[src/rtl/can_body_module_frame_sequencer_top_defines.svh]
// ----------------------------------------------------------------------------
// Assertion macros for the body-module frame sequencer
// Shared concurrent assertion forms, clocked and reset-qualified.
// ----------------------------------------------------------------------------
`ifndef CAN_BODY_MODULE_FRAME_SEQUENCER_TOP_DEFINES_SVH
`define CAN_BODY_MODULE_FRAME_SEQUENCER_TOP_DEFINES_SVH

// same-cycle implication
`define CBFS_ASSERT_HOLDS(lbl, clk, rst_n, ante, cons, msg) \
  lbl: assert property (@(posedge clk) disable iff (!rst_n) (ante) |-> (cons)) \
    else $error(msg);

// next-cycle implication
`define CBFS_ASSERT_NEXT(lbl, clk, rst_n, ante, cons, msg) \
  lbl: assert property (@(posedge clk) disable iff (!rst_n) (ante) |=> (cons)) \
    else $error(msg);

`endif

[src/rtl/cbfs_pkg.sv]
// ----------------------------------------------------------------------------
// cbfs_pkg
// Types, constants and the transmit frame table of the frame sequencer.
// ----------------------------------------------------------------------------
`default_nettype none

package cbfs_pkg;

  localparam int unsigned QUEUE_DEPTH = 2;
  localparam int unsigned NUM_SLOTS   = 20;
  localparam int unsigned SLOT_W      = $clog2(NUM_SLOTS);
  localparam int unsigned CFG_IDX_W   = 8;
  localparam int unsigned CFG_DATA_W  = 16;

  localparam logic [CFG_IDX_W-1:0] CFG_IMMO_ENABLED = 8'd0;
  localparam logic [CFG_IDX_W-1:0] CFG_CRANKING_RPM = 8'd1;

  localparam logic [10:0] ID_STARTER   = 11'h350;
  localparam logic [10:0] ID_RELAY     = 11'h303;
  localparam logic [10:0] ID_CHALLENGE = 11'h714;
  localparam logic [10:0] ID_TRIGGER   = 11'h713;

  localparam logic [15:0] RPM_BASELINE = 16'h3200;

  typedef enum logic [2:0] {
    MODE_IDLE,
    MODE_WAIT,
    MODE_TRIG,
    MODE_HALF,
    MODE_DONE
  } mode_e;

  typedef enum logic [SLOT_W-1:0] {
    SLOT_TRIGGER  = 5'd0,
    SLOT_1F6      = 5'd1,
    SLOT_189      = 5'd2,
    SLOT_186      = 5'd3,
    SLOT_18A      = 5'd4,
    SLOT_217      = 5'd5,
    SLOT_2A9      = 5'd6,
    SLOT_2C6      = 5'd7,
    SLOT_5DA      = 5'd8,
    SLOT_36E      = 5'd9,
    SLOT_3A5      = 5'd10,
    SLOT_511      = 5'd11,
    SLOT_6FD      = 5'd12,
    SLOT_648      = 5'd13,
    SLOT_41A      = 5'd14,
    SLOT_66A      = 5'd15,
    SLOT_522      = 5'd16,
    SLOT_65C      = 5'd17,
    SLOT_41D      = 5'd18,
    SLOT_KEEPALIVE = 5'd19
  } slot_e;

  typedef struct packed {
    logic [NUM_SLOTS-1:0] due;
    logic [15:0]          session;
    logic                 run;
    logic                 crank;
    logic [15:0]          enc;
    logic                 starter;
    logic                 relay;
    mode_e                mode;
  } job_t;

  typedef struct packed {
    logic [10:0] id;
    logic [3:0]  len;
    logic [63:0] data;
  } frame_t;

  function automatic logic [63:0] pack8(logic [7:0] b0, logic [7:0] b1, logic [7:0] b2,
                                        logic [7:0] b3, logic [7:0] b4, logic [7:0] b5,
                                        logic [7:0] b6, logic [7:0] b7);
    return {b7, b6, b5, b4, b3, b2, b1, b0};
  endfunction

  function automatic frame_t frame_build(logic [SLOT_W-1:0] slot, job_t job);
    frame_t     f;
    logic       act;
    logic [7:0] hi;
    logic [7:0] lo;
    logic [7:0] rs;
    act = job.run | job.crank;
    hi  = job.enc[15:8];
    lo  = job.enc[7:0];
    rs  = job.run ? 8'h1D : 8'h01;
    f   = '0;
    unique case (slot)
      SLOT_TRIGGER: f = '{ID_TRIGGER, 4'd8, pack8(job.session[15:8], job.session[7:0],
                                                  8'h00, 8'h00, 8'h00, 8'h00, 8'hC0, 8'h00)};
      SLOT_1F6: f = '{11'h1F6, 4'd8, pack8(8'h00, job.run ? 8'h20 : 8'h00,
                                           {job.run, job.crank, 6'h02}, 8'h2D,
                                           8'h00, 8'h00, 8'h00, 8'h00)};
      SLOT_189: f = '{11'h189, 4'd8, pack8(hi, lo, 8'h20, 8'h32, job.run ? 8'h70 : 8'h00,
                                           8'hB9, 8'h00, 8'h00)};
      SLOT_186: f = '{11'h186, 4'd7, pack8(act ? 8'h28 : 8'h00, act ? 8'h1C : 8'h00, hi, lo,
                                           8'h20, 8'h00, 8'h20, 8'h00)};
      SLOT_18A: f = '{11'h18A, 4'd6, pack8(hi, lo, 8'h00, 8'h06, job.run ? 8'hE8 : 8'hFE,
                                           8'h00, 8'h00, 8'h00)};
      SLOT_217: f = '{11'h217, 4'd8, pack8(8'h00, 8'h00, act ? 8'h70 : 8'h00, 8'h00,
                                           8'h00, 8'h00, 8'h00, 8'h88)};
      SLOT_2A9: f = '{11'h2A9, 4'd1, pack8(8'hF4, 8'h00, 8'h00, 8'h00,
                                           8'h00, 8'h00, 8'h00, 8'h00)};
      SLOT_2C6: f = '{11'h2C6, 4'd6, pack8(8'h00, 8'h00, 8'h00, 8'h40,
                                           8'h00, 8'h00, 8'h00, 8'h00)};
      SLOT_5DA: f = '{11'h5DA, 4'd8, pack8(8'h41, job.run ? 8'h9D : 8'h89, 8'h00, 8'h00,
                                           8'hB9, 8'hFF, 8'hFF, 8'h00)};
      SLOT_36E: f = '{11'h36E, 4'd4, pack8(8'h09, 8'h99, 8'h09, 8'h99,
                                           8'h00, 8'h00, 8'h00, 8'h00)};
      SLOT_3A5: f = '{11'h3A5, 4'd3, 64'd0};
      SLOT_511: f = '{11'h511, 4'd7, 64'd0};
      SLOT_6FD: f = '{11'h6FD, 4'd4, pack8(8'h00, 8'h00, 8'h99, job.run ? 8'h00 : 8'h20,
                                           8'h00, 8'h00, 8'h00, 8'h00)};
      SLOT_648: f = '{11'h648, 4'd8, pack8(8'hC3, 8'hFF, 8'hF0, 8'h00,
                                           8'h00, 8'h7F, 8'hFE, 8'h18)};
      SLOT_41A: f = '{11'h41A, 4'd8, pack8(8'h00, job.run ? 8'h00 : 8'h03, 8'h00, 8'h00,
                                           8'h00, 8'h00, 8'h00, 8'h00)};
      SLOT_66A: f = '{11'h66A, 4'd8, pack8(job.run ? 8'h00 : 8'h08, 8'hFF, 8'h00, rs, rs,
                                           8'hC0, 8'h00, 8'h00)};
      SLOT_522: f = '{11'h522, 4'd8, 64'd0};
      SLOT_65C: f = '{11'h65C, 4'd3, pack8(job.run ? 8'h78 : 8'h7A, 8'hFF, 8'h00, 8'h00,
                                           8'h00, 8'h00, 8'h00, 8'h00)};
      SLOT_41D: f = '{11'h41D, 4'd4, pack8(8'h48, 8'hFE, 8'hFF, 8'h00,
                                           8'h00, 8'h00, 8'h00, 8'h00)};
      SLOT_KEEPALIVE: f = '{11'h5E2, 4'd2, 64'd0};
      default: f = '0;
    endcase
    return f;
  endfunction

endpackage

`default_nettype wire

[src/rtl/cbfs_if.sv]
// ----------------------------------------------------------------------------
// cbfs_if
// Valid/ready channels of the frame sequencer: input, result and config.
// ----------------------------------------------------------------------------
`default_nettype none

interface cbfs_in_if;
  logic        valid;
  logic        ready;
  logic        cmd;
  logic [10:0] rx_id;
  logic [63:0] rx_data;
  logic [15:0] rpm_sixteenths;

  modport source (output valid, cmd, rx_id, rx_data, rpm_sixteenths, input ready);
  modport sink   (input valid, cmd, rx_id, rx_data, rpm_sixteenths, output ready);
endinterface

interface cbfs_out_if;
  logic        valid;
  logic        ready;
  logic        frame_valid;
  logic [10:0] frame_id;
  logic [3:0]  frame_length;
  logic [63:0] frame_data;
  logic        last;
  logic        starter_active;
  logic        relay_active;
  logic [2:0]  immo_state;

  modport source (output valid, frame_valid, frame_id, frame_length, frame_data, last,
                  starter_active, relay_active, immo_state, input ready);
  modport sink   (input valid, frame_valid, frame_id, frame_length, frame_data, last,
                  starter_active, relay_active, immo_state, output ready);
endinterface

interface cbfs_cfg_if;
  import cbfs_pkg::*;
  logic                  valid;
  logic                  ready;
  logic [CFG_IDX_W-1:0]  index;
  logic [CFG_DATA_W-1:0] data;

  modport source (output valid, index, data, input ready);
  modport sink   (input valid, index, data, output ready);
endinterface

`default_nettype wire

[src/rtl/can_body_module_frame_sequencer_top.sv]
// Body-module CAN frame sequencer, engine controller side. An input item
// is taken whenever the job queue has room; the back end then delivers that
// item's results at one per cycle, while out_o.ready does not hold them back,
// through a registered output, so a tick gives as many results as frames
// fall due (1 to 20, 20 at most when the trigger, all periodic groups and the
// keepalive coincide) and a received frame, or a tick with nothing due, gives
// a single status result. The sustained rate is set by that one-result-per-
// cycle output register when ready is held high; the queue lets the next item
// be taken while a burst is still draining. No clearing pass follows reset.
// ----------------------------------------------------------------------------
// can_body_module_frame_sequencer_top
// Front end, job queue and frame back end of the frame sequencer.
// ----------------------------------------------------------------------------
`default_nettype none

module can_body_module_frame_sequencer_top #(
  parameter int unsigned QueueDepth = cbfs_pkg::QUEUE_DEPTH
) (
  input  wire logic  clk_i,
  input  wire logic  rst_ni,
  cbfs_in_if.sink    in_i,
  cbfs_cfg_if.sink   cfg_i,
  cbfs_out_if.source out_o
);
  import cbfs_pkg::*;

  logic q_ready, push, pop, head_valid;
  job_t job, head;

  cbfs_front u_front (
    .clk_i     (clk_i),
    .rst_ni    (rst_ni),
    .in_i      (in_i),
    .cfg_i     (cfg_i),
    .q_ready_i (q_ready),
    .push_o    (push),
    .job_o     (job)
  );

  cbfs_queue #(
    .Depth (QueueDepth)
  ) u_queue (
    .clk_i        (clk_i),
    .rst_ni       (rst_ni),
    .push_i       (push),
    .job_i        (job),
    .ready_o      (q_ready),
    .pop_i        (pop),
    .head_valid_o (head_valid),
    .head_o       (head)
  );

  cbfs_back u_back (
    .clk_i        (clk_i),
    .rst_ni       (rst_ni),
    .head_valid_i (head_valid),
    .head_i       (head),
    .pop_o        (pop),
    .out_o        (out_o)
  );

endmodule

`default_nettype wire

[src/rtl/cbfs_front.sv]
// ----------------------------------------------------------------------------
// cbfs_front
// Accepts items, runs the immobiliser sequencer, flags and phase counters,
// and issues one job per item listing the frames that are due.
// ----------------------------------------------------------------------------
`default_nettype none

module cbfs_front (
  input  wire logic           clk_i,
  input  wire logic           rst_ni,
  cbfs_in_if.sink             in_i,
  cbfs_cfg_if.sink            cfg_i,
  input  wire logic           q_ready_i,
  output logic                push_o,
  output cbfs_pkg::job_t      job_o
);
  import cbfs_pkg::*;

  localparam logic [7:0] WAIT_TICKS  = 8'd200;
  localparam logic [7:0] RETRY_TICKS = 8'd100;
  localparam logic [7:0] HALF_TICKS  = 8'd2;
  localparam logic [7:0] DONE_TICKS  = 8'd3;
  localparam logic [7:0] TIMER_MAX   = 8'd255;
  localparam logic [7:0] PHASE_LAST  = 8'd199;
  localparam logic [4:0] SUB_LAST    = 5'd19;

  logic        immo_q;
  logic [11:0] crank_rpm_q;

  mode_e       mode_q, mode_d;
  logic [7:0]  timer_q, timer_d, timer_inc;
  logic [7:0]  phase_q, phase_d;
  logic [4:0]  sub20_q, sub20_d;
  logic [15:0] session_q, session_d;
  logic        starter_q, starter_d;
  logic        relay_q, relay_d;

  logic        accept, trig;
  logic        run, crank;
  logic [7:0]  rx_b4;

  assign in_i.ready  = q_ready_i;
  assign cfg_i.ready = 1'b1;
  assign accept      = in_i.valid && q_ready_i;

  always_ff @(posedge clk_i or negedge rst_ni) begin
    if (!rst_ni) begin
      immo_q      <= 1'b0;
      crank_rpm_q <= 12'd550;
    end else if (cfg_i.valid) begin
      if (cfg_i.index == CFG_IMMO_ENABLED) begin
        immo_q <= cfg_i.data[0];
      end else if (cfg_i.index == CFG_CRANKING_RPM) begin
        crank_rpm_q <= cfg_i.data[11:0];
      end
    end
  end

  always_ff @(posedge clk_i or negedge rst_ni) begin
    if (!rst_ni) begin
      mode_q    <= MODE_IDLE;
      timer_q   <= '0;
      phase_q   <= '0;
      sub20_q   <= '0;
      session_q <= '0;
      starter_q <= 1'b0;
      relay_q   <= 1'b0;
    end else begin
      mode_q    <= mode_d;
      timer_q   <= timer_d;
      phase_q   <= phase_d;
      sub20_q   <= sub20_d;
      session_q <= session_d;
      starter_q <= starter_d;
      relay_q   <= relay_d;
    end
  end

  assign run       = in_i.rpm_sixteenths > {crank_rpm_q, 4'b0000};
  assign crank     = (in_i.rpm_sixteenths != 16'd0) && !run;
  assign timer_inc = (timer_q == TIMER_MAX) ? timer_q : timer_q + 8'd1;
  assign rx_b4     = in_i.rx_data[39:32];

  always_comb begin
    mode_d    = mode_q;
    timer_d   = timer_q;
    phase_d   = phase_q;
    sub20_d   = sub20_q;
    session_d = session_q;
    starter_d = starter_q;
    relay_d   = relay_q;
    trig      = 1'b0;
    if (accept) begin
      if (!in_i.cmd) begin
        timer_d = timer_inc;
        unique case (mode_q)
          MODE_WAIT: begin
            if (timer_inc >= WAIT_TICKS) begin
              trig    = 1'b1;
              mode_d  = MODE_TRIG;
              timer_d = '0;
            end
          end
          MODE_TRIG: begin
            if (timer_inc >= RETRY_TICKS) begin
              trig    = 1'b1;
              timer_d = '0;
            end
          end
          MODE_HALF: begin
            if (timer_inc >= HALF_TICKS) begin
              mode_d  = MODE_TRIG;
              timer_d = '0;
            end
          end
          MODE_DONE: begin
            if (timer_inc >= DONE_TICKS) begin
              mode_d  = MODE_TRIG;
              timer_d = '0;
            end
          end
          default: ;
        endcase
        if (trig) begin
          session_d = session_q + 16'd1;
        end
        phase_d = (phase_q == PHASE_LAST) ? 8'd0 : phase_q + 8'd1;
        sub20_d = (sub20_q == SUB_LAST) ? 5'd0 : sub20_q + 5'd1;
      end else begin
        if (in_i.rx_id == ID_STARTER) begin
          starter_d = rx_b4[7];
          if ((rx_b4 != 8'd0) && (mode_q == MODE_IDLE) && immo_q) begin
            mode_d  = MODE_WAIT;
            timer_d = '0;
          end
        end else if (in_i.rx_id == ID_RELAY) begin
          relay_d = in_i.rx_data[41];
        end else if ((in_i.rx_id == ID_CHALLENGE) && immo_q) begin
          if (mode_q == MODE_TRIG) begin
            mode_d  = MODE_HALF;
            timer_d = '0;
          end else if (mode_q == MODE_HALF) begin
            mode_d  = MODE_DONE;
            timer_d = '0;
          end
        end
      end
    end
  end

  always_comb begin
    job_o         = '0;
    job_o.session = session_q;
    job_o.run     = run;
    job_o.crank   = crank;
    job_o.enc     = (in_i.rpm_sixteenths[15:4] == 12'd0) ? RPM_BASELINE : in_i.rpm_sixteenths;
    job_o.starter = starter_d;
    job_o.relay   = relay_d;
    job_o.mode    = mode_d;
    if (!in_i.cmd) begin
      job_o.due[SLOT_TRIGGER]      = trig;
      job_o.due[SLOT_2A9:SLOT_1F6] = {6{!phase_q[0]}};
      job_o.due[SLOT_2C6]          = (phase_q[1:0] == 2'd0);
      job_o.due[SLOT_41D:SLOT_5DA] = {11{sub20_q == 5'd0}};
      job_o.due[SLOT_KEEPALIVE]    = (phase_q == 8'd0);
    end
  end

  assign push_o = accept;

endmodule

`default_nettype wire

[src/rtl/cbfs_queue.sv]
// ----------------------------------------------------------------------------
// cbfs_queue
// Short job queue between the front and the back end.
// ----------------------------------------------------------------------------
`default_nettype none

module cbfs_queue #(
  parameter int unsigned Depth = cbfs_pkg::QUEUE_DEPTH
) (
  input  wire logic           clk_i,
  input  wire logic           rst_ni,
  input  wire logic           push_i,
  input  wire cbfs_pkg::job_t job_i,
  output logic                ready_o,
  input  wire logic           pop_i,
  output logic                head_valid_o,
  output cbfs_pkg::job_t      head_o
);
  import cbfs_pkg::*;

  localparam int unsigned PtrW = (Depth > 1) ? $clog2(Depth) : 1;
  localparam int unsigned CntW = $clog2(Depth + 1);

  job_t            mem_q [Depth];
  logic [PtrW-1:0] wr_q, rd_q;
  logic [CntW-1:0] cnt_q;
  logic            do_push, do_pop;

  assign ready_o      = (cnt_q != CntW'(Depth));
  assign head_valid_o = (cnt_q != '0);
  assign do_push      = push_i && ready_o;
  assign do_pop       = pop_i && head_valid_o;

  always_ff @(posedge clk_i) begin
    if (do_push) begin
      mem_q[wr_q] <= job_i;
    end
  end

  assign head_o = mem_q[rd_q];

  always_ff @(posedge clk_i or negedge rst_ni) begin
    if (!rst_ni) begin
      wr_q  <= '0;
      rd_q  <= '0;
      cnt_q <= '0;
    end else begin
      if (do_push) begin
        wr_q <= (wr_q == PtrW'(Depth - 1)) ? '0 : wr_q + PtrW'(1);
      end
      if (do_pop) begin
        rd_q <= (rd_q == PtrW'(Depth - 1)) ? '0 : rd_q + PtrW'(1);
      end
      if (do_push && !do_pop) begin
        cnt_q <= cnt_q + CntW'(1);
      end else if (do_pop && !do_push) begin
        cnt_q <= cnt_q - CntW'(1);
      end
    end
  end

endmodule

`default_nettype wire

[src/rtl/cbfs_back.sv]
// ----------------------------------------------------------------------------
// cbfs_back
// Walks the due frames of the head job, one result a cycle while out_o.ready
// does not stall it, into the output register; a job with nothing due gives one status result.
// ----------------------------------------------------------------------------
`default_nettype none
`include "can_body_module_frame_sequencer_top_defines.svh"

module cbfs_back (
  input  wire logic           clk_i,
  input  wire logic           rst_ni,
  input  wire logic           head_valid_i,
  input  wire cbfs_pkg::job_t head_i,
  output logic                pop_o,
  cbfs_out_if.source          out_o
);
  import cbfs_pkg::*;

  logic                 started_q, started_d;
  logic [NUM_SLOTS-1:0] rem_q, rem_d;
  logic [NUM_SLOTS-1:0] work, rest;
  logic [SLOT_W-1:0]    slot;
  logic                 has, last, load;
  frame_t               frame;

  logic                 ovalid_q;
  logic                 ofv_q, olast_q, ostart_q, orelay_q;
  frame_t               oframe_q;
  mode_e                omode_q;

  assign work = started_q ? rem_q : head_i.due;
  assign has  = |work;

  always_comb begin
    slot = '0;
    for (int i = NUM_SLOTS - 1; i >= 0; i--) begin
      if (work[i]) begin
        slot = SLOT_W'(i);
      end
    end
  end

  assign rest  = work & ~(NUM_SLOTS'(1) << slot);
  assign last  = (rest == '0);
  assign load  = head_valid_i && (!ovalid_q || out_o.ready);
  assign pop_o = load && last;
  assign frame = has ? frame_build(slot, head_i) : '0;

  always_comb begin
    started_d = started_q;
    rem_d     = rem_q;
    if (load) begin
      started_d = !last;
      rem_d     = rest;
    end
  end

  always_ff @(posedge clk_i or negedge rst_ni) begin
    if (!rst_ni) begin
      started_q <= 1'b0;
      ovalid_q  <= 1'b0;
    end else begin
      started_q <= started_d;
      if (load) begin
        ovalid_q <= 1'b1;
      end else if (out_o.ready) begin
        ovalid_q <= 1'b0;
      end
    end
  end

  always_ff @(posedge clk_i) begin
    rem_q <= rem_d;
    if (load) begin
      ofv_q    <= has;
      oframe_q <= frame;
      olast_q  <= last;
      ostart_q <= head_i.starter;
      orelay_q <= head_i.relay;
      omode_q  <= head_i.mode;
    end
  end

  assign out_o.valid          = ovalid_q;
  assign out_o.frame_valid    = ofv_q;
  assign out_o.frame_id       = oframe_q.id;
  assign out_o.frame_length   = oframe_q.len;
  assign out_o.frame_data     = oframe_q.data;
  assign out_o.last           = olast_q;
  assign out_o.starter_active = ostart_q;
  assign out_o.relay_active   = orelay_q;
  assign out_o.immo_state     = omode_q;

  `CBFS_ASSERT_HOLDS(a_started_has_head, clk_i, rst_ni, started_q, head_valid_i, "job in progress lost its queue entry")
  `CBFS_ASSERT_HOLDS(a_status_is_last, clk_i, rst_ni, out_o.valid && !out_o.frame_valid, out_o.last, "status result not marked last")
  `CBFS_ASSERT_NEXT(a_job_continues, clk_i, rst_ni, load && !last, started_q && head_valid_i && out_o.valid && !out_o.last, "frame burst broken off")

endmodule

`default_nettype wire
[src/flat_wrapper.sv]
// flat-port wrapper written by rule: the top's interface ports become plain ports
module can_body_module_frame_sequencer_top_flat import cbfs_pkg::*;
#(
  parameter int unsigned QueueDepth = cbfs_pkg::QUEUE_DEPTH
)
  (clk_i, rst_ni, in_i_valid, in_i_cmd, in_i_rx_id, in_i_rx_data, in_i_rpm_sixteenths, in_i_ready, cfg_i_valid, cfg_i_index, cfg_i_data, cfg_i_ready, out_o_valid, out_o_frame_valid, out_o_frame_id, out_o_frame_length, out_o_frame_data, out_o_last, out_o_starter_active, out_o_relay_active, out_o_immo_state, out_o_ready);
  cbfs_in_if in_i_i ();
  cbfs_cfg_if cfg_i_i ();
  cbfs_out_if out_o_i ();
  input  wire logic clk_i;
  input  wire logic rst_ni;
  input wire logic [$bits(in_i_i.valid)-1:0] in_i_valid;
  input wire logic [$bits(in_i_i.cmd)-1:0] in_i_cmd;
  input wire logic [$bits(in_i_i.rx_id)-1:0] in_i_rx_id;
  input wire logic [$bits(in_i_i.rx_data)-1:0] in_i_rx_data;
  input wire logic [$bits(in_i_i.rpm_sixteenths)-1:0] in_i_rpm_sixteenths;
  output wire logic [$bits(in_i_i.ready)-1:0] in_i_ready;
  input wire logic [$bits(cfg_i_i.valid)-1:0] cfg_i_valid;
  input wire logic [$bits(cfg_i_i.index)-1:0] cfg_i_index;
  input wire logic [$bits(cfg_i_i.data)-1:0] cfg_i_data;
  output wire logic [$bits(cfg_i_i.ready)-1:0] cfg_i_ready;
  output wire logic [$bits(out_o_i.valid)-1:0] out_o_valid;
  output wire logic [$bits(out_o_i.frame_valid)-1:0] out_o_frame_valid;
  output wire logic [$bits(out_o_i.frame_id)-1:0] out_o_frame_id;
  output wire logic [$bits(out_o_i.frame_length)-1:0] out_o_frame_length;
  output wire logic [$bits(out_o_i.frame_data)-1:0] out_o_frame_data;
  output wire logic [$bits(out_o_i.last)-1:0] out_o_last;
  output wire logic [$bits(out_o_i.starter_active)-1:0] out_o_starter_active;
  output wire logic [$bits(out_o_i.relay_active)-1:0] out_o_relay_active;
  output wire logic [$bits(out_o_i.immo_state)-1:0] out_o_immo_state;
  input wire logic [$bits(out_o_i.ready)-1:0] out_o_ready;
  assign in_i_i.valid = in_i_valid;
  assign in_i_i.cmd = in_i_cmd;
  assign in_i_i.rx_id = in_i_rx_id;
  assign in_i_i.rx_data = in_i_rx_data;
  assign in_i_i.rpm_sixteenths = in_i_rpm_sixteenths;
  assign in_i_ready = in_i_i.ready;
  assign cfg_i_i.valid = cfg_i_valid;
  assign cfg_i_i.index = cfg_i_index;
  assign cfg_i_i.data = cfg_i_data;
  assign cfg_i_ready = cfg_i_i.ready;
  assign out_o_valid = out_o_i.valid;
  assign out_o_frame_valid = out_o_i.frame_valid;
  assign out_o_frame_id = out_o_i.frame_id;
  assign out_o_frame_length = out_o_i.frame_length;
  assign out_o_frame_data = out_o_i.frame_data;
  assign out_o_last = out_o_i.last;
  assign out_o_starter_active = out_o_i.starter_active;
  assign out_o_relay_active = out_o_i.relay_active;
  assign out_o_immo_state = out_o_i.immo_state;
  assign out_o_i.ready = out_o_ready;
  can_body_module_frame_sequencer_top #(.QueueDepth(QueueDepth)) u_core (.clk_i(clk_i), .rst_ni(rst_ni), .in_i(in_i_i), .cfg_i(cfg_i_i), .out_o(out_o_i));
endmodule
[config.mk]
export PLATFORM = sky130hd
export DESIGN_NAME = can_body_module_frame_sequencer_top_flat
export DESIGN_NICKNAME = d
export VERILOG_FILES = /design/src/rtl/cbfs_pkg.sv /design/src/rtl/cbfs_if.sv /design/src/rtl/can_body_module_frame_sequencer_top.sv /design/src/rtl/cbfs_front.sv /design/src/rtl/cbfs_queue.sv /design/src/rtl/cbfs_back.sv /design/src/flat_wrapper.sv
export VERILOG_INCLUDE_DIRS = /design/src /design/src/rtl
export SDC_FILE = /design/constraint.sdc
export NUM_CORES = 1
export LEC_CHECK = 0
export ABC_CLOCK_PERIOD_IN_PS = 7400
export BUFFER_PORTS_ARGS = -buffer_cell sky130_fd_sc_hd__buf_2
export CORE_MARGIN = 2
export CORE_UTILIZATION = 40
export DETAILED_ROUTE_END_ITERATION = 10
export PLACE_DENSITY = 0.65
export SETUP_SLACK_MARGIN = 0.1
export SYNTH_ARGS = -nofsm -noshare
export SYNTH_HDL_FRONTEND = slang
export SYNTH_SLANG_ARGS = --single-unit
export TNS_END_PERCENT = 1
[constraint.sdc]
create_clock -name clk_i -period 7.4 [get_ports clk_i]
set_input_delay 0.37 -clock clk_i [delete_from_list [all_inputs] [get_ports clk_i]]
set_output_delay 0.37 -clock clk_i [all_outputs]
set_load 0.03 [all_outputs]
## Word-level counts from Yosys, hierarchy flattened

Memories as Yosys holds them, arrays and structs flattened.
Index checks and enable logic that the tools add are counted.

| word-level totals | value |
|---|---|
| bits in registers | 167 |
| bits in latches | 0 |
| RAM bits | 118 |
| bits in read-only memories | 0 |
| memories | 1 |

| operators by class | value |
|---|---|
| add/sub/neg operators | 8 |
| multipliers | 0 |
| divide/modulo/power cells | 0 |
| $lt $le $gt $ge | 5 |
| eq/ne operators | 35 |
| shift operators | 1 |
| mux-type cells | 84 |
| bitwise logic cells | 5 |
| reduce and logical (&&, ||, !) cells | 37 |

Memory list:

| memory | words | width | read ports | clocked after memory_dff | wr ports | line | RTL |
|---|---|---|---|---|---|---|---|
| u_core.u_queue.mem_q | 2 | 59 | 1 | 0 | 1 | cbfs_queue.sv:24 | `job_t mem_q [Depth];` |

Operators with widths:

| operator | count |
|---|---|
| $pmux W79 S20 | 1 |
| $mux W5 | 25 |
| $mux W8 | 13 |
| $eq A5 B4 Y1 const B | 8 |
| $mux W20 | 2 |
| $mux W3 | 11 |
| $pmux W8 S4 | 1 |
| $eq A5 B5 Y1 const B | 5 |
| $eq A11 B10 Y1 const B | 2 |
| $and A20 B20 Y20 | 1 |
| $eq A5 B3 Y1 const B | 4 |
| $logic_not A20 Y1 | 1 |
| $not A20 Y20 | 1 |
| $reduce_or A20 Y1 | 1 |
| $shl A1 B5 Y20 const A | 1 |
| $mux W1 | 18 |
| $mux W6 | 3 |
| $add A16 B1 Y16 const B | 1 |
| $add A8 B1 Y8 const B | 2 |
| $eq A8 B8 Y1 const B | 2 |
| $ge A8 B2 Y1 const B | 2 |
| $gt A16 B16 Y1 | 1 |
| $logic_not A8 Y1 | 2 |
| $mux W16 | 1 |
| 38 further kinds | 66 |

## Longest topological paths before layout

Gate-level depths: netlist of the first run.
An unclocked memory read counts as a cell.

| logic depth | value |
|---|---|
| depth after elaboration | 31 |
| mapped depth | 16 |
| mapped depth without buffers | 12 |

## By module

Synthesis of the first run repeated with hierarchy kept, for this count alone.

| second synthesis, totals | value |
|---|---|
| cells, all modules | 1110 |
| area total of the unflattened synthesis | 13914.6 um^2 |

By module, submodules not included:

| module | instances | cells an instance | area each (um^2) | sequential area each (um^2) |
|---|---|---|---|---|
| cbfs_back | 1 | 492 | 5395.2 | 2812.7 |
| cbfs_queue | 1 | 202 | 4754.6 | 3643.5 |
| cbfs_front | 1 | 416 | 3764.9 | 1381.3 |

## Worst setup path before layout of the first run

OpenSTA, ideal clock, no wires.

| path | value |
|---|---|
| path type | register -> register |
| from | register u_core.u_back.ovalid_q (netlist: u_core.u_back.out_o.valid) |
| to | register u_core.u_queue.cnt_q[1] |
| setup time | 79 ps |
| arrival | 6238 ps |
| required time | 7321 ps |
| slack | 1083 ps |
| stages on the path, launching flop included | 7 |
| path through | dfrtp_1 > a21oi_1 > nand4_4 > ha_1 > xor2_1 > nor2_1 > xor2_1 |

| between the ends | value |
|---|---|
| longest elaborated chain between the ends | 8 |
| elaborated cells on any way between the ends | 10 |

Ends and longest elaborated chain:

| what | line | RTL |
|---|---|---|
| start, declared | cbfs_back.sv:26 | `logic ovalid_q;` |
| start signal, assigned | cbfs_back.sv:61 | `ovalid_q <= 1'b0;` |
| start signal, assigned | cbfs_back.sv:65 | `ovalid_q <= 1'b1;` |
| start signal, assigned | cbfs_back.sv:67 | `ovalid_q <= 1'b0;` |
| $logic_not A1 Y1 * | cbfs_back.sv:45 | `assign load = head_valid_i && (!ovalid_q \|\| out_o.ready);` |
| $logic_or A1 B1 Y1 * | cbfs_back.sv:45 |  |
| $logic_and A1 B1 Y1 * | cbfs_back.sv:45 |  |
| net u_core.u_back.load | cbfs_back.sv:23 | `logic has, last, load;` |
| $logic_and A1 B1 Y1 * | cbfs_back.sv:46 | `assign pop_o = load && last;` |
| $logic_and A1 B1 Y1 * | cbfs_queue.sv:32 | `assign do_pop = pop_i && head_valid_o;` |
| $logic_not A1 Y1 | cbfs_queue.sv:54 | `if (do_push && !do_pop) begin` |
| $logic_and A1 B1 Y1 | cbfs_queue.sv:54 |  |
| $mux W2 or $reduce_bool A2 Y1 (tied branches) | n/a |  |
| end signal, assigned | cbfs_queue.sv:55 | `cnt_q <= cnt_q + CntW'(1);` |
| end signal, assigned | cbfs_queue.sv:57 | `cnt_q <= cnt_q - CntW'(1);` |
| end, declared | cbfs_queue.sv:26 | `logic [CntW-1:0] cnt_q;` |

Mark *: on every way through the listed nets, which the timed path passes. The rest lies on a longest branch.
A chain may end at the register's enable or synchronous reset.

## Worst setup path in the final report of the first run

| path | value |
|---|---|
| from | register u_core.u_queue.rd_q |
| to | register u_core.u_queue.cnt_q[1] |

| between the ends | value |
|---|---|
| longest elaborated chain between the ends | 31 |
| elaborated cells on any way between the ends | 33 |

Ends and longest elaborated chain:

| what | line | RTL |
|---|---|---|
| start, declared | cbfs_queue.sv:25 | `logic [PtrW-1:0] wr_q, rd_q;` |
| start signal, assigned | cbfs_queue.sv:52 | `rd_q <= (rd_q == PtrW'(Depth - 1)) ? '0 : rd_q + PtrW'(1);` |
| $mem_v2 Z2 W59 * | n/a |  |
| $mux W20 * | cbfs_back.sv:31 | `assign work = started_q ? rem_q : head_i.due;` |
| $mux W5 (20 in a row) | cbfs_back.sv:37 | `if (work[i]) begin` |
| $shl A1 B5 Y20 | cbfs_back.sv:43 | `assign rest = work & ~(NUM_SLOTS'(1) << slot);` |
| $not A20 Y20 | cbfs_back.sv:43 |  |
| $and A20 B20 Y20 * | cbfs_back.sv:43 |  |
| $logic_not A20 Y1 * | cbfs_back.sv:44 | `assign last = (rest == '0);` |
| $logic_and A1 B1 Y1 * | cbfs_back.sv:46 |  |
| $logic_and A1 B1 Y1 * | cbfs_queue.sv:32 |  |
| $logic_not A1 Y1 | cbfs_queue.sv:54 |  |
| $logic_and A1 B1 Y1 | cbfs_queue.sv:54 |  |
| $mux W2 or $reduce_bool A2 Y1 (tied branches) | n/a |  |

Mark *: on every way between the ends. The rest lies on a longest branch, timed or not.

==> results of run 1 <==
state kept, by name, indices dropped and copies added (netlist names):
register / flops
u_core.u_back.out_o.frame_valid: 1
u_core.u_front.relay_q: 1
u_core.u_back.out_o.frame_length: 4
u_core.u_back.out_o.frame_data: 50
u_core.u_queue.wr_q: 1
u_core.u_front.mode_q: 3
u_core.u_front.session_q: 16
u_core.u_back.out_o.frame_id: 11
u_core.u_back.out_o.last: 1
u_core.u_queue.cnt_q: 2
u_core.u_back.out_o.starter_active: 1
u_core.u_front.starter_q: 1
u_core.u_queue.mem_q: 88
u_core.u_front.immo_q: 1
u_core.u_back.out_o.valid: 1
u_core.u_front.crank_rpm_q: 12
u_core.u_queue.rd_q: 1
u_core.u_back.started_q: 1
u_core.u_back.out_o.relay_active: 1
u_core.u_back.out_o.immo_state: 3
u_core.u_front.sub20_q: 5
u_core.u_front.phase_q: 8
u_core.u_back.rem_q: 20
u_core.u_front.timer_q: 8
metrics by stage:
| stage | hold slack, ps | utilization, % | total power, uW | instances | instance area (um2) |
|---|---|---|---|---|---|
| after floorplan | 74.4 | - | 3530 | 1022 | 12000 |
| after global placement | 470 | 43.8 | 4030 | 1500 | 13000 |
| after detailed placement | 475 | 43.8 | 4060 | 1500 | 13000 |
| after CTS | 18.8 | 46.5 | 5280 | 1548 | 13700 |
| after global routing | 40.8 | 46.5 | 5530 | 1548 | 13700 |
| final | 6.57 | 46.5 | 5240 | 1548 | 13700 |
cell families (layout without fill, tap and decap cells):
| group | after synthesis | count (layout) | synth area share (%) |
|---|---|---|---|
| mux | 67 | 67 | 6.13 |
| fa+ha+maj | 19 | 19 | 1.98 |
| xor+xnor | 27 | 27 | 2.04 |
| simple gates | 327 | 327 | 14.6 |
| other cells | 2 | 7 | 0.0627 |
| compound gates | 228 | 228 | 13.1 |
| flops | 241 | 241 | 57.9 |
| buf+inv | 106 | 242 | 4.16 |
path summary, 6_finish.rpt:
kind / start / endpoint / slack, ps / cells after the start
worst max register to register: u_core.u_queue.rd_q$_DFFE_PN0P_ / u_core.u_queue.cnt_q[1]$_DFFE_PN0P_ / 2770 / 13
worst min register to register: u_core.u_front.phase_q[5]$_DFFE_PN0P_ / u_core.u_front.phase_q[5]$_DFFE_PN0P_ / 480 / 1
worst max-delay path: u_core.u_queue.rd_q$_DFFE_PN0P_ / u_core.u_queue.cnt_q[1]$_DFFE_PN0P_ / 2770 / 13
worst min-delay path: rst_ni / u_core.u_back.out_o.valid$_DFFE_PN0P_ / 7 / 2
min in group clk_i: out_o_ready / u_core.u_back.out_o.valid$_DFFE_PN0P_ / 40 / 2
max in group asynchronous: rst_ni / u_core.u_queue.rd_q$_DFFE_PN0P_ / 6750 / 2
placed cells by master, fill, tap and decap left out, drive strengths merged, types with 8 or more instances in the layout:
cell type and count:
o21a 8, inv 42, a21o 12, nand3 33
a21oi 53, o21ai 58, dfrtp 57, xnor2 20
a22oi 8, mux2 45, ha 19, clkbuf 29
nand2 86, nor4 10, mux2i 22, buf 153
and3 21, nor2 71, clkinv 14, edfxtp 180
and2 9, nand2b 15, a31oi 13, nand4 20
nor3 18, o211ai 9
routing by layer:
metal | vias up | share of wire, % | track usage (%)
li1 | 4024 | - | -
met1 | 4173 | 45 | 26.3
met2 | 345 | 46 | 28.4
met3 | 48 | 7.3 | 3.29
met4 | 2 | 2.4 | 5.37
met5 | - | 0.063 | 0
critical path: cells and delay by family, from the launching register on:
| kind | cells | cell delay, ps |
|---|---|---|
| adders and majority gates | 1 | 240 |
| muxes | 1 | 470 |
| DFF | 1 | 540 |
| xor gates and xnor gates | 2 | 290 |
| AOI/OAI and AO/OA | 3 | 700 |
| buffers and inverters | 1 | 570 |
| and+or+nand+nor | 5 | 1720 |
where the power goes:
group	internal (uW)	switching, uW
clock	680	525
sequential	2000	202
combinational	537	1300
layout make-up:
type	count	area [um2]	share of cell area, %
Sequential cell	241	6940	50.5
Clock inverter	19	134	0.974
Inverter	41	154	1.12
Timing Repair Buffer	153	788	5.73
Clock buffer	29	662	4.81
Tap cell	390	488	3.55
Multi-Input combinational cell	675	4590	33.4
==> qor.yml, run 1 <==
run_status:
  outcome: "complete, no violations"
floorplanning:
  die_h_um: 177
  die_w_um: 177
  io_pins: 210
  fp.dieArea_um2: 31400
  rows: 63
  initial_core_util_pct: 40.5
  core_um2: 29600
synth:
  avgSynthCellArea_um2: 11.8
  synth-seq-cells: 241
  syn_area_um2: 12000
  synth_common_cells: "edfxtp_1, nand2_1, nor2_1"
  syn_inst: 1017
  synthArstFlopShare_pct: 25.3
  synthFlopType: "edfxtp_1"
  yosysSeqAreaShare_pct: 57.9
  synth_edf_count: 180
  synth_cell_types: 102
  synthTopCellsByArea: "edfxtp_1, dfrtp_1, mux2_2"
  synth_most_common_cell: "edfxtp_1"
  yosysWarnings: 0
  synth_top_area_share_pct: 45.1
  yosys.area.top_type: "edfxtp_1"
clocking:
  cts-buffers-inserted: 26
  cts_resized: 0
  clock-root-buffer: "clkbuf_16"
  cts_max_path_buffers: 3
  cts_max_level: 1
  holdBufCountCts: 0
  post_cts_buffers: 0
  cts.clk_slew.worst_paths_ps: 60
  clock-sinks: 241
  clk_latency_ps: 540
  cts_tree: "built"
cells_and_area:
  diodes: 0
  areaGrowthSynthToFinish_pct: 14.8
  nNetsFinal: 1278
  fill_cells: 2710
  drive_gt1_share_pct: 24.4
sta:
  layout_setup_ws_ps: 2770
  fmax_mhz: 216
  maxSlewViolCount: 0
  finalSetupViolations: 0
  finalHoldViolCount: 0
  fin_skew_ps: 25.4
  rsz0062_at_grt: "no"
  fin_crit_ps: 4630
  relSlewSlack_pct: 35.2
  finalCritPeriodShare_pct: 62.6
  worst_pin_slew_ps: 970
  fin_tns_setup_ps: 0
worst_setup_path:
  crit_fanout: 39
  crit_chain: "buf_4 > mux2_2 > nor2_1 > o221a_2 > a211oi_4 > nor4_4 > o311ai_2 > nor4b_4 > nand4_4 > ha_1 > xor2_1 > nor2_1 > xor2_1"
  critPathMaxStageDelay_ps: 680
  arrival_ps: 5080
  start_kind: "flop"
  crit_required_ps: 7850
  slowest_stage: "nor4_4"
  end_kind: "flop"
  crit_type: "flop to flop"
job:
  maxCapViolations: 0
route:
  num_vias: 8592
  viasPerCell: 5.55
  drt-total-wl_mm: 28.7
  antenna_left: 0
  drc: 0
  drtPass1Iterations: 6
  wire_per_inst_um: 18.6
  drtIter0Drc: 735
grt:
  grt_pass1_vias: 8045
  groute.usage.overall_pct: 18.3
  grt_max_degree: 62
  grt_pass1_wl_mm: 45.1
  antenna_found_initial: 1
  overflow: 0
placed_design:
  gp_congestion: 0.919
  hpwl_mm: 20.4
  port_buffers: 144
  pre_cts_slack_ps: 2800
min_path:
  hp-class: "input pin to asynchronous set/reset pin"
power_and_ir_drop:
  leakagePower_uw: 0.00541
  vdd_drop_max_mv: 0.172
  power_density_nw_per_um2: 381
No activity file was read; power rests on OpenSTA's default activity.
==> inputs of run 2 (changes only) <==
--- a/config.mk
+++ b/config.mk
@@ -6,12 +6,12 @@
 export SDC_FILE = /design/constraint.sdc
 export NUM_CORES = 1
 export LEC_CHECK = 0
-export ABC_CLOCK_PERIOD_IN_PS = 7400
+export ABC_CLOCK_PERIOD_IN_PS = 3930
 export BUFFER_PORTS_ARGS = -buffer_cell sky130_fd_sc_hd__buf_2
 export CORE_MARGIN = 2
 export CORE_UTILIZATION = 40
 export DETAILED_ROUTE_END_ITERATION = 10
-export PLACE_DENSITY = 0.65
+export PLACE_DENSITY = 0.68
 export SETUP_SLACK_MARGIN = 0.1
 export SYNTH_ARGS = -nofsm -noshare
 export SYNTH_HDL_FRONTEND = slang
==> constraint.sdc (replaced) <==
create_clock -name clk_i -period 3.93 [get_ports clk_i]
set_input_delay 0.1965 -clock clk_i [delete_from_list [all_inputs] [get_ports clk_i]]
set_output_delay 0.1965 -clock clk_i [all_outputs]
set_load 0.03 [all_outputs]
==> qor.yml, run 2 (synthesis gave the netlist of run 1 again) <==
run_status:
  outcome: "complete, no violations"  # unchanged
route:
  drtPass1Iterations: 5  # was 6
  antenna_left: 0  # unchanged
  num_vias: 8924  # was 8592
  wire_per_inst_um: 18.7  # was 18.6 um
  drc: 0  # unchanged
  drt-total-wl_mm: 30.2  # was 28.7 mm
  viasPerCell: 5.53  # was 5.55
  drtIter0Drc: 811  # was 735
power_and_ir_drop:
  leakagePower_uw: 0.00579  # was 0.00541 uW
  total_power_uw: 10300  # was 5240 uW
  vdd_drop_max_mv: 0.342  # was 0.172 mV
  power_density_nw_per_um2: 712  # was 381 nW/um2
worst_setup_path:
  arrival_ps: 3910  # was 5080 ps
  start_kind: "flop"  # unchanged
  critPathMaxStageDelay_ps: 570  # was 680 ps
  rrSetupSlack_ps: 260  # was 2770 ps
  crit_required_ps: 4170  # was 7850 ps
  r2r_start: "u_core.u_queue.rd_q$_DFFE_PN0P_"  # unchanged
  crit_type: "flop to flop"  # unchanged
  slowest_stage: "dfrtp_4"  # was nor4_4
  reg2reg_to: "u_core.u_back.out_o.frame_data[10]$_SDFFCE_PN0P_"  # was u_core.u_queue.cnt_q[1]$_DFFE_PN0P_
  crit_fanout: 15  # was 39
  end_kind: "flop"  # unchanged
  r2r_cells: 9  # was 13
  crit_chain: "mux2_2 > nand2b_1 > a22o_1 > a211oi_4 > buf_4 > nand2_1 > o221ai_2 > a21boi_0 > a21oi_1"  # was buf_4 > mux2_2 > nor2_1 > o221a_2 > a211oi_4 > nor4_4 > o311ai_2 > nor4b_4 > nand4_4 > ha_1 > xor2_1 > nor2_1 > xor2_1
floorplanning:
  fp.dieArea_um2: 31400  # unchanged
  core_um2: 29600  # unchanged
  io_pins: 210  # unchanged
  die_w_um: 177  # unchanged
  rows: 63  # unchanged
  die_h_um: 177  # unchanged
  initial_core_util_pct: 40.5  # unchanged
clocking:
  post_cts_buffers: 0  # unchanged
  cts_max_level: 1  # unchanged
  cts_tree: "built"  # unchanged
  cts-buffers-inserted: 27  # was 26
  cts_max_path_buffers: 3  # unchanged
  clk_latency_ps: 550  # was 540 ps
  clock-sinks: 241  # unchanged
  cts.clk_slew.worst_paths_ps: 60  # about the same
  clock-root-buffer: "clkbuf_16"  # unchanged
cells_and_area:
  top_register: "u_core.u_queue.mem_q"  # unchanged
  final_util_pct: 48.9  # was 46.5%
  final_cell_mix: "edfxtp_1, buf_2, nand2_1"  # unchanged
  finalInstanceArea_um2: 14500  # was 13700 um2
  nNetsFinal: 1344  # was 1278
  diodes: 0  # unchanged
  fill_cells: 2626  # was 2710
  largest_register_ffs: 88  # unchanged
  final_common_cell: "edfxtp_1"  # unchanged
  areaGrowthSynthToFinish_pct: 20.7  # was 14.8%
  drive_gt1_share_pct: 26.5  # was 24.4%
min_path:
  hp-class: "input pin to flop"  # was input pin to asynchronous set/reset pin
  hold_path_end: "u_core.u_front.immo_q$_DFFE_PN0P_"
  min_from: "cfg_i_index[0]"
  hold_path_depth: 3
sta:
  worst_pin_slew_ps: 1120  # was 970 ps
  rsz0062_at_grt: "no"  # unchanged
  relSlewSlack_pct: 25.6  # was 35.2%
  fmax_mhz: 273  # was 216 MHz
  fin_hold_ws_ps: 22.7  # was 6.57 ps
  layout_setup_ws_ps: 264  # was 2770 ps
  fin_skew_ps: 18.8  # was 25.4 ps
  finalSetupViolations: 0  # unchanged
  fin_crit_ps: 3670  # was 4630 ps
  finalHoldViolCount: 0  # unchanged
  maxSlewViolCount: 0  # unchanged
  finalCritPeriodShare_pct: 93.3  # was 62.6%
grt:
  antenna_found_initial: 0  # was 1
  grt_max_degree: 95  # was 62
  grt_pass1_wl_mm: 47.0  # was 45.1 mm
  overflow: 0  # unchanged
  grt_pass1_vias: 8606  # was 8045
  groute.usage.overall_pct: 19.2  # was 18.3%
placed_design:
  dpl-instance-area_um2: 13200  # was 13000 um2
  gp_congestion: 0.920  # was 0.919
  pre_cts_slack_ps: 30.0  # was 2800 ps
  hpwl_mm: 21.5  # was 20.4 mm
  port_buffers: 144  # unchanged
job:
  maxCapViolations: 0  # unchanged
-- run 2: critical path, delay by kind of cell, from the launching register on --
| kind | cells | cell delay (ps) |
|---|---|---|
| compound gates | 5 | 1690 |
| flops | 1 | 570 |
| mux | 1 | 430 |
| simple gates | 2 | 380 |
| buf+inv | 1 | 280 |
-- run 2: metal layers --
| layer | share of wire [%] | vias up | track usage [%] |
|---|---|---|---|
| met5 | 0 | - | 0 |
| met4 | 2.6 | 0 | 5.20 |
| met3 | 7.0 | 50 | 2.86 |
| met2 | 48 | 364 | 31.5 |
| met1 | 43 | 4333 | 26.5 |
| li1 | - | 4177 | - |
-- run 2: where the power goes --
part           leakage [uW]  switching (uW)  internal, uW
logic               0.00285            2490          1140
clock network      0.000445            1020          1510
registers           0.00250             376          3770
total               0.00579            3890          6420
-- run 2: final cells by class --
cell class | count | area (um2) | share of cell area, %
multi-input cells | 675 | 4610 | 31.8
flip-flops and latches | 241 | 6940 | 48.0
clock inverters | 17 | 184 | 1.27
well taps | 390 | 488 | 3.37
inverters | 41 | 154 | 1.06
repair buffers | 218 | 1380 | 9.51
clock buffers | 33 | 718 | 4.96
-- run 2: timing repair --
action,CTS,global route
hold buffers,30,0
hold endpoints to repair,78,0
resized for setup,1,6
endpoints found under the setup margin,1,4
-- run 2: worst max path at each step --
stage	startpoint	endpoint	cells after the start
floorplan	u_core.u_queue.cnt_q[0]$_DFFE_PN0P_	u_core.u_queue.mem_q[0][0]$_DFFE_PP_	4
global placement	u_core.u_queue.rd_q$_DFFE_PN0P_	u_core.u_back.out_o.frame_data[0]$_SDFFCE_PN0P_	11
detailed placement	u_core.u_queue.rd_q$_DFFE_PN0P_	u_core.u_back.out_o.frame_data[0]$_SDFFCE_PN0P_	11
CTS	u_core.u_queue.rd_q$_DFFE_PN0P_	u_core.u_back.out_o.frame_data[0]$_SDFFCE_PN0P_	11
global route	u_core.u_back.started_q$_DFFE_PN0P_	u_core.u_queue.cnt_q[1]$_DFFE_PN0P_	12
finish	u_core.u_queue.rd_q$_DFFE_PN0P_	u_core.u_back.out_o.frame_data[10]$_SDFFCE_PN0P_	9
-- run 2: through the flow --
step           cells  TNS [ps]
5_1_grt         1615         0
4_1_cts         1615         0
3_3_place_gp    1535     -22.0
6_report        1615         0
3_5_place_dp    1535         0
2_1_floorplan   1022         0
==> inputs of run 3 (changes only) <==
--- a/config.mk
+++ b/config.mk
@@ -8,7 +8,6 @@
 export LEC_CHECK = 0
 export ABC_CLOCK_PERIOD_IN_PS = 3930
 export BUFFER_PORTS_ARGS = -buffer_cell sky130_fd_sc_hd__buf_2
-export CORE_MARGIN = 2
 export CORE_UTILIZATION = 40
 export DETAILED_ROUTE_END_ITERATION = 10
 export PLACE_DENSITY = 0.68
==> qor.yml, run 3 (synthesis gave the netlist of run 1 again) <==
clocking:
  cts-buffers-inserted: 25  # was 27
  clock-root-buffer: "clkbuf_16"  # unchanged
  clk_latency_ps: 530  # was 550 ps
  cts_max_level: 1  # unchanged
  clock-sinks: 241  # unchanged
  cts.clk_slew.worst_paths_ps: 60  # about the same
  cts_tree: "built"  # unchanged
  cts_max_path_buffers: 3  # unchanged
grt:
  grt_pass1_wl_mm: 47.9  # was 47.0 mm
  overflow: 0  # unchanged
  antenna_found_initial: 0  # unchanged
  groute.usage.overall_pct: 19.9  # was 19.2%
  grt_pass1_vias: 8693  # was 8606
  grt_max_degree: 48  # was 95
floorplanning:
  io_pins: 210  # unchanged
  fp.dieArea_um2: 30600  # was 31400 um2
  rows: 62  # was 63
  die_w_um: 175  # was 177 um
  initial_core_util_pct: 41.2  # was 40.5%
  core_um2: 29100  # was 29600 um2
  die_h_um: 175  # was 177 um
worst_setup_path:
  cp.depth: 9  # unchanged
  crit_chain: "mux2_2 > o22ai_1 > o211ai_1 > o211a_1 > nor2_2 > nand2_1 > nor2_1 > a2111oi_0 > a21oi_1"  # was mux2_2 > nand2b_1 > a22o_1 > a211oi_4 > buf_4 > nand2_1 > o221ai_2 > a21boi_0 > a21oi_1
  cp_num_buf_inv: 0  # was 1
  slowest_stage: "dfrtp_4"  # unchanged
  setup.worst_path.start: "u_core.u_queue.rd_q$_DFFE_PN0P_"  # unchanged
  start_kind: "flop"  # unchanged
  reg2reg_to: "u_core.u_back.out_o.frame_data[8]$_SDFFCE_PN0P_"  # was u_core.u_back.out_o.frame_data[10]$_SDFFCE_PN0P_
  path_delay_family: "compound AO/OA/AOI/OAI gates"  # unchanged
  cp-endpoint: "u_core.u_back.out_o.frame_data[8]$_SDFFCE_PN0P_"  # was u_core.u_back.out_o.frame_data[10]$_SDFFCE_PN0P_
  end_kind: "flop"  # unchanged
  arrival_ps: 3920  # was 3910 ps
  r2r_start: "u_core.u_queue.rd_q$_DFFE_PN0P_"  # unchanged
  crit_required_ps: 4230  # was 4170 ps
  rrSetupSlack_ps: 310  # was 260 ps
  crit_type: "flop to flop"  # unchanged
  critPathMaxStageDelay_ps: 560  # was 570 ps
  crit_fanout: 15  # unchanged
  r2r_cells: 9  # unchanged
power_and_ir_drop:
  vdd_drop_max_mv: 0.340  # was 0.342 mV
  p_seq_share_pct: 41.4  # was 40.2%
  p_comb_share_pct: 36.3  # was 35.2%
  switchingPower_uw: 3860  # was 3890 uW
  swShare_pct: 38.5  # was 37.7%
  clockPowerShare_pct: 22.3  # was 24.6%
  power_density_nw_per_um2: 700  # was 712 nW/um2
  leakagePower_uw: 0.00572  # was 0.00579 uW
  power.internal_uw: 6160  # was 6420 uW
cells_and_area:
  diodes: 0  # unchanged
  nNetsFinal: 1341  # was 1344
  final_cells: 1603  # was 1615
  largest_register_ffs: 88  # unchanged
  final_cell_mix: "edfxtp_1, buf_2, nand2_1"  # unchanged
  final_common_cell: "edfxtp_1"  # unchanged
  areaGrowthSynthToFinish_pct: 19.4  # was 20.7%
  drive_gt1_share_pct: 25.8  # was 26.5%
  finalInstanceArea_um2: 14300  # was 14500 um2
  top_register: "u_core.u_queue.mem_q"  # unchanged
sta:
  finalSetupViolations: 0  # unchanged
  rsz0062_at_grt: "no"  # unchanged
  fmax_mhz: 276  # was 273 MHz
  finalCritPeriodShare_pct: 92.1  # was 93.3%
  worst_pin_slew_ps: 1080  # was 1120 ps
  finalHoldViolCount: 0  # unchanged
  relSlewSlack_pct: 27.8  # was 25.6%
  maxSlewViolCount: 0  # unchanged
  fin_skew_ps: 11.7  # was 18.8 ps
  fin_crit_ps: 3620  # was 3670 ps
  fin_tns_setup_ps: 0  # unchanged
  fin_hold_ws_ps: 32.4  # was 22.7 ps
route:
  drtIter0Drc: 615  # was 811
  drtPass1Iterations: 5  # unchanged
  viasPerCell: 5.54  # was 5.53
  wl_met1_mm: 13.5  # was 12.9 mm
  drc: 0  # unchanged
  highest_layer: "met4"  # unchanged
  drt-total-wl_mm: 30.5  # was 30.2 mm
  routed-wl-met2_mm: 14.2  # was 14.4 mm
  antenna_left: 0  # unchanged
  wire_per_inst_um: 19.0  # was 18.7 um
  wl_met3_mm: 2.11  # was 2.12 mm
  num_vias: 8886  # was 8924
min_path:
  hp-class: "input pin to flop"  # unchanged
run_status:
  outcome: "complete, no violations"  # unchanged
placed_design:
  gp_congestion: 0.942  # was 0.920
  port_buffers: 144  # unchanged
  dp.cells: 1527  # was 1535
  hpwl_mm: 22.1  # was 21.5 mm
  dpl-instance-area_um2: 13200  # about the same
job:
  maxCapViolations: 0  # unchanged
-- run 3: cell count changes in the layout (fill, tap and decap cells not counted), sizes merged --
cell,change
buf,-1
inv,-1
clkbuf,-4
clkinv,+2
bufinv,-2
-- run 3: worst register-to-register path, stage by stage, from the launching register on --
cell and delay, ps:
dfrtp_4 560, mux2_2 420, o22ai_1 140, o211ai_1 150, o211a_1 430, nor2_2 460
nand2_1 210, nor2_1 510, a2111oi_0 150, a21oi_1 350
-- run 3: layout make-up --
class	instances	area (um2)
clock inverter	16	123
sequential	241	6940
clock buffer	29	651
fill	2611	14800
multi-input combinational	675	4590
tap	384	480
inverter	41	154
timing repair buffer	217	1370
-- run 3: how the worst min path moves through the flow --
stage / cells after the start / to / from
6_report: 3 / u_core.u_front.immo_q$_DFFE_PN0P_ / cfg_i_index[0]
5_1_grt: 2 / u_core.u_queue.mem_q[0][17]$_DFFE_PP_ / in_i_rpm_sixteenths[12]
4_1_cts: 2 / u_core.u_queue.mem_q[0][18]$_DFFE_PP_ / in_i_rpm_sixteenths[13]
3_5_place_dp: 1 / u_core.u_back.out_o.valid$_DFFE_PN0P_ / rst_ni
3_3_place_gp: 1 / u_core.u_back.out_o.valid$_DFFE_PN0P_ / rst_ni
2_1_floorplan: 0 / u_core.u_back.out_o.valid$_DFFE_PN0P_ / rst_ni
-- run 3: repair_timing --
item / CTS / global route
buffers inserted: 0 / 1
endpoints found under the hold margin: 71 / 0
endpoints found under the setup margin: 0 / 1
resized for setup: 0 / 3
hold buffers: 30 / 0
-- run 3: power by group through the flow --
stage               logic [uW]  clock network, uW  registers (uW)
finish                    3630               2240            4150
global route              3910               2390            4230
CTS                       3620               2290            4160
detailed placement        3580                  0            4200
global placement          3560                  0            4180
floorplan                 1800                  0            4800
-- run 3: metal layers --
metal / up-vias / track usage, %
met4: 0 / 5.14
li1: 4144 / -
met2: 359 / 32.1
met3: 53 / 3.68
met5: - / 0
met1: 4330 / 27.6
-- run 3: through the flow --
| step | utilization [%] | setup WS [ps] | total power, uW |
|---|---|---|---|
| global route | 49.2 | 123 | 10500 |
| detailed placement | 45.4 | 340 | 7780 |
| finish | 49.2 | 311 | 10000 |
| CTS | 49.1 | 314 | 10100 |
| floorplan | - | 575 | 6600 |
| global placement | 45.4 | 365 | 7740 |
